$ cat src/rtl/core/cfdl_pkg.sv
// types, widths and codes for the camera follow pipeline
// no dependencies
package cfdl_pkg;

	localparam int FRAC_BITS = 16;
	localparam int CFG_W = 31;
	localparam int T_W = 33;               // centred target
	localparam int D_W = 34;               // signed delta
	localparam int M_W = D_W - 1;          // delta magnitude
	localparam int SQ_W = 2 * M_W + 1;     // sum of squares
	localparam int R_W = (SQ_W + 1) / 2;   // root bits
	localparam int Q_W = FRAC_BITS + 1;    // unit component magnitude
	localparam int N_W = M_W + FRAC_BITS;  // divider numerator
	localparam int P_W = 32;               // scaled length
	localparam int S_W = 35;               // final sum before saturation
	localparam int LATENCY = 4 + R_W + Q_W + 3;

	typedef enum logic [1:0] {
		ACT_HOLD  = 2'd0,
		ACT_STEP  = 2'd1,
		ACT_LEASH = 2'd2
	} act_t;

	typedef enum logic [2:0] {
		REG_DEAD_ZONE    = 3'd0,
		REG_STEP_SPEED   = 3'd1,
		REG_LEASH_LENGTH = 3'd2,
		REG_VIEW_WIDTH   = 3'd3,
		REG_VIEW_HEIGHT  = 3'd4
	} reg_idx_t;

	typedef struct packed {
		logic signed [31:0] camera_x;
		logic signed [31:0] camera_y;
		logic signed [31:0] goal_x;
		logic signed [31:0] goal_y;
	} in_beat_t;

	typedef struct packed {
		logic signed [31:0] next_x;
		logic signed [31:0] next_y;
		act_t               action;
	} out_beat_t;

	typedef struct packed {
		logic [CFG_W-1:0] dead_zone;
		logic [CFG_W-1:0] step_speed;
		logic [CFG_W-1:0] leash_length;
		logic [CFG_W-1:0] view_width;
		logic [CFG_W-1:0] view_height;
	} cfg_t;

	typedef struct packed {
		logic signed [31:0]  cx;
		logic signed [31:0]  cy;
		logic signed [T_W-1:0] tx;
		logic signed [T_W-1:0] ty;
		logic                sx;
		logic                sy;
		logic [M_W-1:0]      ax;
		logic [M_W-1:0]      ay;
	} side_t;

	typedef struct packed {
		side_t          side;
		logic [R_W-1:0] span;
	} div_side_t;

endpackage

$ cat src/rtl/core/cfdl_back.sv
// back stages: easing and leash decision, scaling multiply, final add with saturation
// depends on cfdl_pkg
module cfdl_back (
	input  logic                clk,
	input  logic                arst_n,
	input  logic                in_valid,
	input  cfdl_pkg::div_side_t in_side,
	input  logic [cfdl_pkg::Q_W-1:0] qx,
	input  logic [cfdl_pkg::Q_W-1:0] qy,
	input  cfdl_pkg::cfg_t      cfg,
	output logic                out_valid,
	output cfdl_pkg::out_beat_t out_beat
);
	import cfdl_pkg::*;

	logic                  v_b1, v_b2, v_b3;
	act_t                  act_b1, act_b2;
	logic [CFG_W-1:0]      len_b1;
	logic [Q_W-1:0]        qx_b1, qy_b1;
	logic signed [T_W-1:0] bx_b1, by_b1, bx_b2, by_b2;
	logic                  subx_b1, suby_b1, subx_b2, suby_b2;
	logic [P_W-1:0]        px_b2, py_b2;
	out_beat_t             res_b3;

	logic [R_W-1:0]        span;
	logic [CFG_W+1:0]      dz2, dz4;
	act_t                  act;
	logic [CFG_W-1:0]      speed;
	logic [Q_W+CFG_W-1:0]  prodx, prody;
	logic signed [S_W-1:0] sumx, sumy;

	assign span = in_side.span;
	assign dz2 = {1'b0, cfg.dead_zone, 1'b0};
	assign dz4 = {cfg.dead_zone, 2'b00};

	always_comb begin
		if (span <= R_W'(cfg.dead_zone)) begin
			act = ACT_HOLD;
		end else if (span > R_W'(cfg.leash_length)) begin
			act = ACT_LEASH;
		end else begin
			act = ACT_STEP;
		end
		if (span < R_W'(dz2)) begin
			speed = cfg.step_speed >> 2;
		end else if (span < R_W'(dz4)) begin
			speed = cfg.step_speed >> 1;
		end else begin
			speed = cfg.step_speed;
		end
	end

	assign prodx = qx_b1 * len_b1;
	assign prody = qy_b1 * len_b1;

	function automatic logic signed [31:0] sat32(input logic signed [S_W-1:0] v);
		logic signed [31:0] r;
		if (v > S_W'(32'sh7fffffff)) begin
			r = 32'sh7fffffff;
		end else if (v < -S_W'(33'sh080000000)) begin
			r = 32'sh80000000;
		end else begin
			r = v[31:0];
		end
		return r;
	endfunction

	assign sumx = act_b2 == ACT_HOLD ? S_W'(bx_b2) :
		subx_b2 ? S_W'(bx_b2) - $signed(S_W'(px_b2)) : S_W'(bx_b2) + $signed(S_W'(px_b2));
	assign sumy = act_b2 == ACT_HOLD ? S_W'(by_b2) :
		suby_b2 ? S_W'(by_b2) - $signed(S_W'(py_b2)) : S_W'(by_b2) + $signed(S_W'(py_b2));

	always_ff @(posedge clk or negedge arst_n) begin
		if (!arst_n) begin
			v_b1 <= 1'b0;
			v_b2 <= 1'b0;
			v_b3 <= 1'b0;
		end else begin
			v_b1 <= in_valid;
			v_b2 <= v_b1;
			v_b3 <= v_b2;
		end
	end

	always_ff @(posedge clk) begin
		act_b1 <= act;
		len_b1 <= act == ACT_LEASH ? cfg.leash_length : speed;
		qx_b1 <= qx;
		qy_b1 <= qy;
		bx_b1 <= act == ACT_LEASH ? in_side.side.tx : T_W'(in_side.side.cx);
		by_b1 <= act == ACT_LEASH ? in_side.side.ty : T_W'(in_side.side.cy);
		subx_b1 <= act == ACT_LEASH ? !in_side.side.sx : in_side.side.sx;
		suby_b1 <= act == ACT_LEASH ? !in_side.side.sy : in_side.side.sy;
		act_b2 <= act_b1;
		bx_b2 <= bx_b1;
		by_b2 <= by_b1;
		subx_b2 <= subx_b1;
		suby_b2 <= suby_b1;
		px_b2 <= prodx[FRAC_BITS +: P_W];
		py_b2 <= prody[FRAC_BITS +: P_W];
		res_b3.next_x <= sat32(sumx);
		res_b3.next_y <= sat32(sumy);
		res_b3.action <= act_b2;
	end

	assign out_valid = v_b3;
	assign out_beat = res_b3;

endmodule

$ cat config.mk
export PLATFORM = sky130hd
export DESIGN_NAME = cfdl_back
export DESIGN_NICKNAME = d
export VERILOG_FILES = /design/src/rtl/core/cfdl_pkg.sv /design/src/rtl/core/cfdl_back.sv
export SDC_FILE = /design/constraint.sdc
export NUM_CORES = 2
export LEC_CHECK = 0
export ABC_AREA = 1
export BUFFER_PORTS_ARGS = -buffer_cell sky130_fd_sc_hd__buf_2
export CAP_MARGIN = 20
export CORE_UTILIZATION = 51
export DETAILED_ROUTE_END_ITERATION = 7
export HOLD_SLACK_MARGIN = 0.15
export PLACE_DENSITY = 0.73
export REMOVE_ABC_BUFFERS = 1
export SYNTH_ARGS = -nofsm -noshare
export SYNTH_HDL_FRONTEND = slang
export SYNTH_SLANG_ARGS = --single-unit
$ cat constraint.sdc
create_clock -name clk -period 7.4 [get_ports clk]
set_input_delay 1.48 -clock clk [delete_from_list [all_inputs] [get_ports clk]]
set_output_delay 1.48 -clock clk [all_outputs]
set_load 0.01 [all_outputs]
Yosys cells after proc, flatten, opt, wreduce, memory -nomap -nowiden
Cells that the tools add are included.

storage, ports and cells
  memory bits (read-only) = 0
  output and inout port bits = 67
  RAM bits = 0
  bits of input ports = 424
  memories = 0
  latch bits = 0
  register bits = 338
  word-level logic and storage cells = 54

operators by class
  shift operators = 0
  bitwise gates (word level) = 0
  muxes and demuxes = 15
  divide/modulo/power cells = 0
  multiply operators = 2
  eq/ne operators = 1
  $add $sub $neg = 4
  reduce and logical (&&, ||, !) cells = 3
  magnitude comparators = 8

operators by type and width
  cell                  count
  $mux 35               4
  $mul 17x31->48        2
  $mux 31               3
  $gt 35x32->1 const B  2
  $lt 35x32->1 const B  2
  $add 33x33->34        2
  $sub 33x33->34        2
  $mux 33               2
  $mux 32               2
  $gt 34x31->1          1
  $le 34x31->1          1
  $lt 34x32->1          1
  $lt 34x33->1          1
  $mux 2                2
  $eq 2x2->1 const B    1
  $logic_not 1->1       2
  $logic_not 2->1       1
  $mux 1                2

Depth between registers and ports, before layout
  depth in word-level cells = 5
  gate-level depth with buffers = 30
  gate-level depth less buffers = 29

Worst setup path after synthesis
OpenSTA, ideal clock, no wires.

  path type = register to register
  from = register len_b1[15]
  to = register px_b2[31]
  period minus slack after synthesis = 5.551 ns
  path slack = 1.849 ns
  stages on the path, launching flop included = 24
  arrival time = 5.432 ns
  cells stage by stage = dfxtp_1 > clkbuf_1 > clkbuf_1 > nand2_1 > fa_1 > inv_1 > fa_1 > fa_1 > fa_1 > fa_1 > inv_1 > fa_1 > inv_1 > ha_1 > nand2_1 > nor2_1 > inv_1 > nor2_1 > a21boi_0 > nor2_1 > nand2_1 > nand2_1 > o211ai_1 > nand2_1

on the way
  longest elaborated chain between the ends = 1

ends and longest elaborated chain
  item                    line             RTL
  start, declared         cfdl_back.sv:18  logic [CFG_W-1:0] len_b1;
  start signal, assigned  cfdl_back.sv:87  len_b1 <= act == ACT_LEASH ? cfg.leash_length : speed;
  $mul 17x31->48          cfdl_back.sv:53  assign prodx = qx_b1 * len_b1;
  net prodx[47]           cfdl_back.sv:29  logic [Q_W+CFG_W-1:0] prodx, prody;
  end signal, assigned    cfdl_back.sv:99  px_b2 <= prodx[FRAC_BITS +: P_W];
  end, declared           cfdl_back.sv:22  logic [P_W-1:0] px_b2, py_b2;

The timed path passes the listed nets, and every way through them passes these cells.
A chain may end at the register's enable or synchronous reset.

Worst setup path in the final report
  from = register qy_b1[12]
  to = register py_b2[20]

on the way
  longest elaborated chain between the ends = 1

ends and longest elaborated chain
  item                    line              RTL
  start, declared         cfdl_back.sv:19   logic [Q_W-1:0] qx_b1, qy_b1;
  start signal, assigned  cfdl_back.sv:89   qy_b1 <= qy;
  $mul 17x31->48          cfdl_back.sv:54   assign prody = qy_b1 * len_b1;
  net prody[36]           cfdl_back.sv:29
  end signal, assigned    cfdl_back.sv:100  py_b2 <= prody[FRAC_BITS +: P_W];
  end, declared           cfdl_back.sv:22

The timed path passes the listed nets, and every way through them passes these cells.

==> metrics.txt <==
Max Clock Freq=149 MHz; ratio of final minimum period to clock period=0.906; sequential element share of the synthesized area=0.126; area of the mapped netlist=around 0.054 sq mm; transition time at the pin with the least slew margin=between 1 and 1.5 ns; share of layout cells above drive strength 1=0.0794; H-tree depth reported by CTS=2; Worst setup startpoint=qy_b1[12]$_DFF_P_; post-DP HPWL=124 mm; worst endpoint required time=7.87 ns; post-synthesis adder-cell area fraction=0.423; buffers added on ports=roughly 360; library cell with the largest summed area after synthesis=sky130_fd_sc_hd__fa_1; metal3 WL=~13 mm; worst-skew pair later-pin latency=roughly 0.62 ns; wire length of the first global-routing pass=between 200 and 250 mm; simple-gate area share of the yosys netlist=0.221; count of cells resized by post-cts repair=0; Boundary Pins=approximately 490; worst hold slack across all endpoints=approximately 0.32 ns; area growth from synthesis to final layout=8.34%; setup_tns=0 ns; top-area cell type share of the netlist area=0.323; classification of the worst-slack hold path=reg -> reg; number of vias after detailed routing=approximately 47000; Met1 Wirelength=64.2 mm; Crit. End Element=flop; Core Box Area=between 0.1 and 0.15 sq mm; total routed wirelength=approximately 150 mm; number of stages on the worst setup path=19; arrival time at the worst endpoint=between 7 and 8 ns; DR WL/cell=between 15 and 20 um; pin count of the biggest net entering global routing=80; start of the worst register-to-register path=qy_b1[12]$_DFF_P_; mux contribution to synthesized area=0.000559; Die Outline Area=~0.11 sq mm; violated checks=design-rule violations; final-stage net count=just over 9000; tightest slew margin relative to the limit=0.201; Hold Violations, Final=0; cells along the critical path=buf_4, nand2_1, fa_1, inv_1, fa_1, fa_1, fa_1, fa_1, inv_1, fa_1, inv_1, ha_1, nand2_1, nor3_1, nand3_1, o21ai_0, nand3_1, nand3_1, nand2_1; critical path fanouts, max=19; Total Routing Usage GR=0.287; met2 routed WL=around 70 mm; status=finished with violations; Clock Skew=0.0312 ns; number of global-route vias before repair=48000; effective utilization at floorplan=0.517; count of buffer and inverter cells on the critical path=4; register bit count reported by yosys=about 340; biggest area contributors in the synthesized netlist=sky130_fd_sc_hd__fa_1 32%, sky130_fd_sc_hd__nand2_1 16%, sky130_fd_sc_hd__inv_1 13%; cell mode on critical path=sky130_fd_sc_hd__fa_1; via-per-instance ratio=around 5.2; Worst R2R Path Depth=19; sink count of the clock tree=between 300 and 400; post-route DRC violation count=1; Main synth FF type=sky130_fd_sc_hd__dfxtp_1; CP Launch Type=flop; Final Slew Violations=0; Post-Synth XOR/XNOR Area=0.0215; Synth Area in Compound Gates=0.0593; post-route antenna net violation count=0; Synthesis Warnings=0; Vert. Die Dim=roughly 330 um; number of violations of the max-capacitance limit=0; 1st-iter DRT viols=3255; hold path cells=0; clock buffer count from CTS=40; final RePlAce weighted congestion=between 0.9 and 1; number of distinct library cell variants in the gate-level netlist after synthesis=53; startpoint-to-endpoint class of the critical path=reg -> reg; die width=about 330 um; TritonCTS clock tree=yes; number of setup buffers added after CTS=0; DRT Pass-1 Iters=8; setup violation total in the final timing report=0; slowest stage cell, crit path=sky130_fd_sc_hd__dfxtp_1; Row Count=around 120; peak per-stage delay on the critical path=between 0.9 and 1 ns; number of flops mapped to enable cells by yosys=0; number of antenna violations at the first check in global routing=9; number of cells produced by synthesis=~7400; mean instance size in the synthesized netlist=about 7.3 sq um; maximum root-to-sink buffer count=3; beginning of the worst hold path=bx_b1[11]$_DFF_P_; top routing layer in use=met5; Min Clock Period, post-route=~6.7 ns; clock tree root driver cell=sky130_fd_sc_hd__clkbuf_16; family with the most delay on the worst path=adder cells; dominant combinational cell family by area after synthesis=adder cells; hold buffer count at CTS=0; remaining global-route overflow=0; async set-reset flop share out of synthesis=0.00888; RSZ-0062 raised after global routing=no; clock transition at the register clock pins on the worst setup and hold paths after CTS=around 0.06 ns
==> cell type report <==
type	instances	area, sq um
fillers	9876	45700
multi-input cells	4980	39000
flip-flops and latches	338	6780
inverters	1796	6740
repair buffers	469	2640
well taps	1380	1730
clock buffers	51	1110
clock inverters	21	225
diodes	2	5.00
==> logic make-up after synthesis <==
family          Yosys count
compound gates          573
mux                       3
fa+ha+maj              1296
flops                   338
buf+inv                2087
xor+xnor                132
simple gates           2976
==> cells in the final DEF (no fill, tap or decap), types with 4 or more instances in the layout <==
cell and n:
sky130_fd_sc_hd__clkbuf_1 6, sky130_fd_sc_hd__a21oi_1 281, sky130_fd_sc_hd__inv_2 4, sky130_fd_sc_hd__nor2_2 8
sky130_fd_sc_hd__a21boi_0 6, sky130_fd_sc_hd__nand2_1 2235, sky130_fd_sc_hd__nand3b_1 5, sky130_fd_sc_hd__buf_4 105
sky130_fd_sc_hd__clkinv_2 6, sky130_fd_sc_hd__o211ai_1 7, sky130_fd_sc_hd__clkinvlp_4 7, sky130_fd_sc_hd__nor4_1 24
sky130_fd_sc_hd__o21bai_1 32, sky130_fd_sc_hd__and3_1 10, sky130_fd_sc_hd__nor3_1 33, sky130_fd_sc_hd__o21a_1 22
sky130_fd_sc_hd__nand2_2 7, sky130_fd_sc_hd__nor2_1 341, sky130_fd_sc_hd__ha_1 430, sky130_fd_sc_hd__dfxtp_1 335
sky130_fd_sc_hd__fa_1 866, sky130_fd_sc_hd__or2_2 41, sky130_fd_sc_hd__o31ai_1 6, sky130_fd_sc_hd__a211oi_1 6
sky130_fd_sc_hd__nand4_1 29, sky130_fd_sc_hd__a21o_1 14, sky130_fd_sc_hd__buf_2 362, sky130_fd_sc_hd__inv_1 1791
sky130_fd_sc_hd__xor2_1 83, sky130_fd_sc_hd__a31oi_1 19, sky130_fd_sc_hd__nand3_1 230, sky130_fd_sc_hd__o2111ai_1 4
sky130_fd_sc_hd__clkbuf_16 42, sky130_fd_sc_hd__o21ai_0 157, sky130_fd_sc_hd__xnor2_1 49, sky130_fd_sc_hd__o21ai_1 6
==> metal layers <==
layer,global-route usage,up-vias
li1,-,22200
met1,0.390,22300
met2,0.472,1813
met3,0.0460,283
met4,0.0837,12
met5,0,-
==> path summary, 6_finish.rpt <==
kind                                endpoint  slack [ns]
max in group asynchronous     v_b2$_DFF_PN0_        6.63
max                        py_b2[20]$_DFF_P_        0.70
max reg2reg                py_b2[20]$_DFF_P_        0.70
min reg2reg                bx_b2[11]$_DFF_P_        0.32
min in group asynchronous     v_b1$_DFF_PN0_        0.67
min                        bx_b2[11]$_DFF_P_        0.32
==> registers in the layout, indices dropped and copies added, names as in the netlist, 2 cells and up <==
name	cells
by_b1	33
qy_b1	17
bx_b2	33
len_b1	31
qx_b1	17
by_b2	33
bx_b1	33
px_b2	32
py_b2	32
out_beat	66
act_b2	2
act_b1	2
==> cells in the mapped netlist (7+ instances only) <==
master,n
sky130_fd_sc_hd__a21o_1,14
sky130_fd_sc_hd__a21oi_1,281
sky130_fd_sc_hd__a31oi_1,19
sky130_fd_sc_hd__and3_1,10
sky130_fd_sc_hd__buf_1,29
sky130_fd_sc_hd__buf_2,21
sky130_fd_sc_hd__buf_6,16
sky130_fd_sc_hd__clkbuf_1,224
sky130_fd_sc_hd__dfxtp_1,335
sky130_fd_sc_hd__fa_1,866
sky130_fd_sc_hd__ha_1,430
sky130_fd_sc_hd__inv_1,1792
sky130_fd_sc_hd__nand2_1,2235
sky130_fd_sc_hd__nand2_2,7
sky130_fd_sc_hd__nand3_1,231
sky130_fd_sc_hd__nand4_1,29
sky130_fd_sc_hd__nor2_1,342
sky130_fd_sc_hd__nor2_2,9
sky130_fd_sc_hd__nor3_1,33
sky130_fd_sc_hd__nor4_1,24
sky130_fd_sc_hd__o211ai_1,7
sky130_fd_sc_hd__o21a_1,22
sky130_fd_sc_hd__o21ai_0,157
sky130_fd_sc_hd__o21bai_1,32
sky130_fd_sc_hd__or2_2,41
sky130_fd_sc_hd__xnor2_1,49
sky130_fd_sc_hd__xor2_1,83
==> through the flow <==
stage / setup slack [ns] / util / instances / instance area [sq um]
2_1_floorplan: 1.74 / - / 7114 / 52500
3_3_place_gp: 0.917 / 0.547 / 8962 / 56800
3_5_place_dp: 0.888 / 0.547 / 8963 / 56900
4_1_cts: 0.839 / 0.560 / 9035 / 58200
5_1_grt: 0.442 / 0.560 / 9037 / 58200
6_report: 0.695 / 0.560 / 9037 / 58200
Power is left out: the tool's default activity adds up to more than one toggle a clock period on the data nets, which glitch-free logic cannot reach.
